### src/mit_pkg.sv
package mit_pkg;

  localparam int OP_W  = 3;
  localparam int CH_W  = 4;
  localparam int VAL_W = 32;
  localparam int CNT_W = 32;

  // Channels the channel field can address at all.
  localparam int MAX_ADDR_CH = 1 << CH_W;

  typedef enum logic [OP_W-1:0] {
    OP_TICK    = 3'd0,
    OP_CLEAR   = 3'd1,
    OP_RESTART = 3'd2,
    OP_SET     = 3'd3,
    OP_POLL    = 3'd4
  } op_e;

  typedef enum logic {
    ST_EMPTY = 1'b0,
    ST_FULL  = 1'b1
  } ctrl_state_e;

  // Command from the controller to the datapath.
  typedef struct packed {
    logic exec;
  } dp_cmd_t;

endpackage

### src/mit_ctrl.sv
module mit_ctrl
  import mit_pkg::*;
(
  input  logic    clk_i,
  input  logic    rst_ni,
  input  logic    in_valid_i,
  output logic    in_stall_o,
  output logic    out_valid_o,
  input  logic    out_stall_i,
  output dp_cmd_t cmd_o
);

  ctrl_state_e state_q, state_d;

  always_ff @(posedge clk_i or negedge rst_ni) begin
    if (!rst_ni) begin
      state_q <= ST_EMPTY;
    end else begin
      state_q <= state_d;
    end
  end

  always_comb begin
    state_d     = state_q;
    in_stall_o  = 1'b0;
    out_valid_o = 1'b0;
    cmd_o       = '0;
    unique case (state_q)
      ST_EMPTY: begin
        cmd_o.exec = in_valid_i;
        if (in_valid_i) begin
          state_d = ST_FULL;
        end
      end
      ST_FULL: begin
        out_valid_o = 1'b1;
        in_stall_o  = out_stall_i;
        cmd_o.exec  = in_valid_i && !out_stall_i;
        if (!out_stall_i && !in_valid_i) begin
          state_d = ST_EMPTY;
        end
      end
      default: begin
        state_d = ST_EMPTY;
      end
    endcase
  end

endmodule

### src/mit_dp.sv
module mit_dp
  import mit_pkg::*;
#(
  parameter int CHANNELS = 16
) (
  input  logic             clk_i,
  input  logic             rst_ni,
  input  dp_cmd_t          cmd_i,
  input  logic [OP_W-1:0]  op_i,
  input  logic [CH_W-1:0]  channel_i,
  input  logic [VAL_W-1:0] value_i,
  output logic             expired_o
);

  // Only channels the index field can reach need storage.
  localparam int DEPTH = (CHANNELS < MAX_ADDR_CH) ? CHANNELS : MAX_ADDR_CH;
  localparam int IDX_W = (DEPTH > 1) ? $clog2(DEPTH) : 1;

  logic [CNT_W-1:0] tick_q, tick_d;
  logic [CNT_W-1:0] start_q [DEPTH];
  logic [DEPTH-1:0] pend_q;
  logic             expired_q, expired_d;

  logic [IDX_W-1:0] idx;
  logic             ch_ok;
  logic [CNT_W-1:0] s_eff, e_val;
  logic             hit;
  logic             wr_start, set_pend, clr_pend;
  logic [CNT_W-1:0] wr_data;

  assign idx   = channel_i[IDX_W-1:0];
  assign ch_ok = (int'(channel_i) < CHANNELS);

  // Expiry test on the effective start; a pending channel starts from the count.
  assign s_eff = pend_q[idx] ? tick_q : start_q[idx];
  assign e_val = s_eff + value_i;
  assign hit   = (s_eff < e_val) ? (tick_q >= e_val)
                                 : ((tick_q < s_eff) && (tick_q > e_val));

  always_comb begin
    tick_d    = tick_q;
    expired_d = 1'b0;
    wr_start  = 1'b0;
    wr_data   = tick_q;
    set_pend  = 1'b0;
    clr_pend  = 1'b0;
    unique case (op_e'(op_i))
      OP_TICK: begin
        tick_d = tick_q + CNT_W'(1);
      end
      OP_CLEAR: begin
        set_pend = ch_ok;
      end
      OP_RESTART: begin
        wr_start = ch_ok;
      end
      OP_SET: begin
        wr_start = ch_ok;
        wr_data  = value_i;
      end
      OP_POLL: begin
        clr_pend  = ch_ok && pend_q[idx];
        expired_d = ch_ok && hit;
        wr_start  = ch_ok && (pend_q[idx] || hit);
      end
      default: begin
      end
    endcase
  end

  always_ff @(posedge clk_i or negedge rst_ni) begin
    if (!rst_ni) begin
      tick_q    <= '0;
      pend_q    <= '0;
      expired_q <= 1'b0;
      for (int i = 0; i < DEPTH; i++) begin
        start_q[i] <= '0;
      end
    end else if (cmd_i.exec) begin
      tick_q    <= tick_d;
      expired_q <= expired_d;
      if (wr_start) begin
        start_q[idx] <= wr_data;
      end
      if (set_pend) begin
        pend_q[idx] <= 1'b1;
      end else if (clr_pend) begin
        pend_q[idx] <= 1'b0;
      end
    end
  end

  assign expired_o = expired_q;

endmodule

### src/multichannel_interval_timer.sv
// Multichannel interval timer. A 32-bit tick counter, advanced by tick operations
// and wrapping around, is shared by CHANNELS channels that each keep a start
// time and a restart-pending flag. Each input transaction carries one operation
// (tick, clear, restart, set start or poll) and produces exactly one output
// transaction whose expired bit is set only when a poll finds its interval
// elapsed; an expired poll restarts the channel at the current count. A poll
// with an interval of zero never expires. Channel numbers at or above CHANNELS
// and unused operation codes change nothing and report zero. Every operation
// runs in the cycle it is accepted: the counter, the start times and the pending
// flags live in flip-flops, so the read, the single 32-bit add and the four
// compares of a poll sit in one register-to-register path. The result is held
// in an output register, so a new transaction is taken every cycle while the
// output side keeps up, and also in the cycle the held result is taken. Reset
// clears the counter, all start times and all pending flags at once.
module multichannel_interval_timer
  import mit_pkg::*;
#(
  parameter int CHANNELS = 16
) (
  input  logic             clk_i,
  input  logic             rst_ni,
  input  logic             in_valid_i,
  output logic             in_stall_o,
  input  logic [OP_W-1:0]  op_i,
  input  logic [CH_W-1:0]  channel_i,
  input  logic [VAL_W-1:0] value_i,
  output logic             out_valid_o,
  input  logic             out_stall_i,
  output logic             expired_o
);

  dp_cmd_t cmd;

  // The controller tracks whether the output register holds a result and
  // decides when an input transaction may be executed.
  mit_ctrl u_ctrl (
    .clk_i       (clk_i),
    .rst_ni      (rst_ni),
    .in_valid_i  (in_valid_i),
    .in_stall_o  (in_stall_o),
    .out_valid_o (out_valid_o),
    .out_stall_i (out_stall_i),
    .cmd_o       (cmd)
  );

  // The datapath holds all timer state and the result register.
  mit_dp #(
    .CHANNELS (CHANNELS)
  ) u_dp (
    .clk_i     (clk_i),
    .rst_ni    (rst_ni),
    .cmd_i     (cmd),
    .op_i      (op_i),
    .channel_i (channel_i),
    .value_i   (value_i),
    .expired_o (expired_o)
  );

  // An executed transaction always leaves a result waiting.
  assert property (@(posedge clk_i) disable iff (!rst_ni)
    cmd.exec |=> out_valid_o)
    else $error("executed transaction produced no result");

  // Execution happens exactly when an input transaction is accepted.
  assert property (@(posedge clk_i) disable iff (!rst_ni)
    cmd.exec == (in_valid_i && !in_stall_o))
    else $error("execute command out of step with input handshake");

  // Only a poll can report an expired interval.
  assert property (@(posedge clk_i) disable iff (!rst_ni)
    (cmd.exec && (op_i != OP_POLL)) |=> !expired_o)
    else $error("non-poll operation reported expiry");

  // The input side is stalled only while a held result is not taken.
  assert property (@(posedge clk_i) disable iff (!rst_ni)
    in_stall_o |-> (out_valid_o && out_stall_i))
    else $error("input stalled without a blocked result");

endmodule

### config.mk
export PLATFORM = sky130hd
export DESIGN_NAME = multichannel_interval_timer
export DESIGN_NICKNAME = d
export VERILOG_FILES = /design/src/mit_pkg.sv /design/src/mit_ctrl.sv /design/src/mit_dp.sv /design/src/multichannel_interval_timer.sv
export SDC_FILE = /design/constraint.sdc
export NUM_CORES = 1
export LEC_CHECK = 0
export ABC_CLOCK_PERIOD_IN_PS = 10200
export BUFFER_PORTS_ARGS = -buffer_cell sky130_fd_sc_hd__clkbuf_2
export CELL_PAD_IN_SITES_DETAIL_PLACEMENT = 1
export CELL_PAD_IN_SITES_GLOBAL_PLACEMENT = 1
export CORE_MARGIN = 1.5
export CORE_UTILIZATION = 45
export CTS_CLUSTER_DIAMETER = 50
export DETAILED_ROUTE_END_ITERATION = 16
export GPL_TIMING_DRIVEN = 0
export MAX_ROUTING_LAYER = met4
export PLACE_DENSITY = 0.77
export SLEW_MARGIN = 20
export SYNTH_ARGS = -nofsm -noshare
export SYNTH_HDL_FRONTEND = slang
export SYNTH_SLANG_ARGS = --single-unit
### constraint.sdc
create_clock -name clk_i -period 10.2 [get_ports clk_i]
set_clock_uncertainty 0.1 [all_clocks]
set_input_delay 2.04 -clock clk_i [delete_from_list [all_inputs] [get_ports clk_i]]
set_output_delay 2.04 -clock clk_i [all_outputs]
set_load 0.005 [all_outputs]
==> run_summary.xml <==
<?xml version="1.0" encoding="UTF-8"?>
<metrics>
  <group name="power">
    <metric name="combinationalPowerShare" unit="">0.111</metric>
    <metric name="swShare" unit="">0.261</metric>
    <metric name="power.internal" unit="W">0.00390</metric>
    <metric name="worst_ir_drop_vdd" unit="V">0.000108</metric>
    <metric name="power_frac_seq" unit="">0.450</metric>
    <metric name="power_switching" unit="W">0.00138</metric>
    <metric name="power.density_cell_area" unit="nW/um^2">155</metric>
    <metric name="static-leakage-power" unit="nW">16.5</metric>
    <metric name="power.clock.fraction" unit="">0.439</metric>
  </group>
  <group name="synth">
    <metric name="synth_seq_area_share" unit="">0.472</metric>
    <metric name="synth_nets" unit="">2291</metric>
    <metric name="ys_top_cells_by_count" unit="">dfrtp_1, mux2_2, mux4_2</metric>
    <metric name="netlist.area_leader.share" unit="">0.472</metric>
    <metric name="synthFlopType" unit="">dfrtp_1</metric>
    <metric name="avgSynthCellArea" unit="sq um">14.0</metric>
    <metric name="asyncSetResetFlopFracSynth" unit="">1.00</metric>
    <metric name="synth_area_leaders" unit="">dfrtp_1, mux2_2, mux4_2</metric>
    <metric name="synth_seq_cells" unit="">562</metric>
    <metric name="synth_cells" unit="">2124</metric>
    <metric name="mappedNetlistArea" unit="sq um">29800</metric>
    <metric name="synth.yosys.warnings" unit="">0</metric>
    <metric name="synth_edf_count" unit="">0</metric>
    <metric name="yosysTopAreaCell" unit="">dfrtp_1</metric>
    <metric name="synth.lib_cells_used.distinct" unit="">65</metric>
    <metric name="yosys.cell_count.top_type" unit="">dfrtp_1</metric>
  </group>
  <group name="final_layout">
    <metric name="multiInputGateArea" unit="sq um">15200</metric>
    <metric name="fillers" unit="">6370</metric>
    <metric name="num_antenna_cells" unit="">0</metric>
    <metric name="finalNonFillerCells" unit="">3159</metric>
    <metric name="final_net_count" unit="">2417</metric>
    <metric name="area.growth.synth_to_final" unit="%">13.8</metric>
    <metric name="seq_area" unit="sq um">14100</metric>
    <metric name="share_of_final_layout_standard_cells_stronger_than_drive_strength_1" unit="">0.432</metric>
    <metric name="post-route-util" unit="">0.517</metric>
  </group>
  <group name="critical_path">
    <metric name="critical_path_class" unit="">primary input to register</metric>
    <metric name="max_stage_delay" unit="ns">0.55</metric>
    <metric name="crit_arrival" unit="ns">10.31</metric>
    <metric name="worst_setup_startpoint" unit="">channel_i[1]</metric>
    <metric name="worst_endpoint_required_time" unit="ns">10.58</metric>
    <metric name="path_max_fanout" unit="">19</metric>
    <metric name="worstSetupEndpointType" unit="">register</metric>
    <metric name="critical_path.startpoint_type" unit="">primary input</metric>
    <metric name="critical-path-slowest-cell" unit="">mux4_2</metric>
  </group>
  <group name="routing">
    <metric name="dr.first_iter.drc_count" unit="">1130</metric>
    <metric name="routed-via-count" unit="">19300</metric>
    <metric name="drc" unit="">0</metric>
    <metric name="drt-vias-per-instance" unit="">6.10</metric>
    <metric name="routed_wire_length_per_instance" unit="um">27.1</metric>
    <metric name="totalWireLength" unit="um">85700</metric>
    <metric name="ant_nets" unit="">0</metric>
    <metric name="dr.pass1.iters" unit="">5</metric>
  </group>
  <group name="die">
    <metric name="die-area" unit="sq um">67800</metric>
    <metric name="num_rows" unit="">94</metric>
    <metric name="design.core.area" unit="sq um">65600</metric>
    <metric name="initial_core_util" unit="">0.454</metric>
    <metric name="floorplan.die.height" unit="um">260</metric>
    <metric name="io-pin-count" unit="">46</metric>
    <metric name="fp.dieW" unit="um">260</metric>
  </group>
  <group name="placed_design">
    <metric name="placed_cells_incl_taps" unit="">3037</metric>
    <metric name="number_of_input_and_output_port_buffers_inserted" unit="">43</metric>
    <metric name="detailedPlacementHpwl" unit="um">61100</metric>
    <metric name="place_worst_setup_slack" unit="ns">-3.90</metric>
    <metric name="place_congestion" unit="">0.876</metric>
  </group>
  <group name="clock_tree">
    <metric name="holdBufCountCts" unit="">0</metric>
    <metric name="clock_pin_slew_reported_for_the_worst_setup_and_hold_paths_after_clock_tree_synthesis" unit="ns">0.06</metric>
    <metric name="cts_tree" unit="">built</metric>
    <metric name="clock_sink_count" unit="">562</metric>
    <metric name="htreeDepth" unit="">3</metric>
    <metric name="cts_made_buffers" unit="">66</metric>
    <metric name="clock_tree.buffer_depth" unit="">3</metric>
    <metric name="ctsRootBufferMaster" unit="">clkbuf_16</metric>
    <metric name="clock_latency" unit="ns">0.61</metric>
  </group>
  <group name="grt">
    <metric name="first_pass_grt_wire_length" unit="um">132000</metric>
    <metric name="first_global_vias" unit="">21500</metric>
    <metric name="grt.total_usage" unit="">0.267</metric>
    <metric name="maximum_number_of_pins_on_one_net_before_global_route_repair" unit="">99</metric>
    <metric name="number_of_antenna_violations_at_the_first_check_in_global_routing" unit="">1</metric>
    <metric name="overflow_after_grt" unit="">0</metric>
  </group>
  <group name="timing">
    <metric name="fmax" unit="MHz">101</metric>
    <metric name="slew-limit-headroom" unit="">0.323</metric>
    <metric name="tightestPinTransition" unit="ns">1.02</metric>
    <metric name="setup-tns-final" unit="ns">0</metric>
    <metric name="setup_viol" unit="">0</metric>
    <metric name="layout_min_cycle_time" unit="ns">9.93</metric>
    <metric name="period_share" unit="">0.974</metric>
    <metric name="timing.final.ws_setup" unit="ns">0.267</metric>
    <metric name="drv_slew" unit="">0</metric>
    <metric name="hold_viol" unit="">0</metric>
  </group>
  <group name="worst_hold_path">
    <metric name="holdCritPathClass" unit="">register to register</metric>
    <metric name="holdCritStartpoint" unit="">u_dp.start_q[481]</metric>
  </group>
  <group name="run_status">
    <metric name="status" unit="">finished clean</metric>
  </group>
  <group name="run">
    <metric name="maxCapViolations" unit="">0</metric>
  </group>
</metrics>
-- power by group through the flow --
| stage | logic, W | registers, W | clock network, W |
|---|---|---|---|
| floorplan | 0.000353 | 0.00239 | 0 |
| global placement | 0.000529 | 0.00240 | 0 |
| detailed placement | 0.000567 | 0.00241 | 0 |
| CTS | 0.000586 | 0.00237 | 0.00235 |
| global route | 0.000634 | 0.00238 | 0.00243 |
| finish | 0.000585 | 0.00237 | 0.00232 |
-- final cells by class --
type | instances | share of cell area
Buffer | 136 | 0.0248
Clock buffer | 89 | 0.0561
Clock inverter | 24 | 0.00594
Inverter | 44 | 0.00487
Multi-Input combinational cell | 1380 | 0.448
Sequential cell | 562 | 0.415
Tap cell | 864 | 0.0319
Timing Repair Buffer | 60 | 0.0143
-- registers in the layout, summed over array words and instances (netlist names), named ones only --
name,count
u_ctrl.state_q,1
u_dp.start_q,512
u_dp.expired_o,1
u_dp.tick_q,32
-- cells in the final DEF (no fill, tap or decap), drive strengths merged, types with 4 or more instances in the layout --
cell and instances:
a31oi 24, or3 7, mux2i 31, o21bai 4, a21o 21, o211ai 5
inv 52, clkbuf 215, nor2 49, ha 123, nor3 28, mux4 161
a21oi 52, nor2b 11, nand2 62, or2 4, nand4 23, o21ai 32
a22oi 4, o21a 4, nand3 25, nand2b 15, xnor2 35, and2 8
and3 9, a211oi 10, clkinv 13, dfrtp 562, buf 69, mux2 562
xor2 24, and4 7
-- what timing repair did --
action                                  CTS  global route
endpoints found under the setup margin  513           489
pin swaps                                 4             3
buffers inserted                          7             4
gates resized for setup                 113            34
-- worst paths after layout --
| kind | to | depth (start not counted) | slack (ns) |
|---|---|---|---|
| max in group asynchronous | u_dp.start_q[219] | 5 | 6.62 |
| setup reg to reg | u_dp.start_q[346] | 28 | 1.96 |
| hold / removal | u_dp.start_q[481] | 1 | 0.40 |
| setup / recovery | u_dp.start_q[346] | 30 | 0.27 |
| hold reg to reg | u_dp.start_q[481] | 1 | 0.40 |
| min in group asynchronous | u_dp.tick_q[14] | 1 | 1.28 |
-- cells by family (layout without fill, tap and decap cells) --
| group | after synthesis | after routing | share of synthesized area |
|---|---|---|---|
| xor+xnor | 59 | 59 | 0.0173 |
| mux | 754 | 754 | 0.344 |
| simple gates | 256 | 256 | 0.0432 |
| compound gates | 187 | 187 | 0.0442 |
| fa+ha+maj | 124 | 124 | 0.0523 |
| buf+inv | 182 | 353 | 0.0269 |
| flops | 562 | 562 | 0.472 |
-- metrics by stage --
step,power (W),area (sq um),hold WS (ns)
3_3_place_gp,0.00293,31100,0.368
5_1_grt,0.00545,33900,0.414
2_1_floorplan,0.00274,29800,0.359
4_1_cts,0.00531,33800,0.395
6_report,0.00527,33900,0.395
3_5_place_dp,0.00297,31300,0.380
-- critical path, delay by kind of cell --
kind	cells	cell delay [ns]
AO/OA/AOI/OAI	13	2.87
buffers and inverters	7	2.01
multiplexers	4	1.51
AND/OR/NAND/NOR	3	0.95
adder cells (fa/ha/maj)	2	0.66
XOR/XNOR	1	0.24
-- routing by layer --
| layer | vias to the layer above | routed length [um] | global-route usage |
|---|---|---|---|
| met5 | - | 0 | - |
| met4 | 0 | 2260 | 0.0870 |
| met3 | 141 | 3450 | 0.0337 |
| met2 | 476 | 43300 | 0.445 |
| met1 | 10500 | 36700 | 0.338 |
| li1 | 8215 | - | - |
No activity file was read; power rests on OpenSTA's default activity.
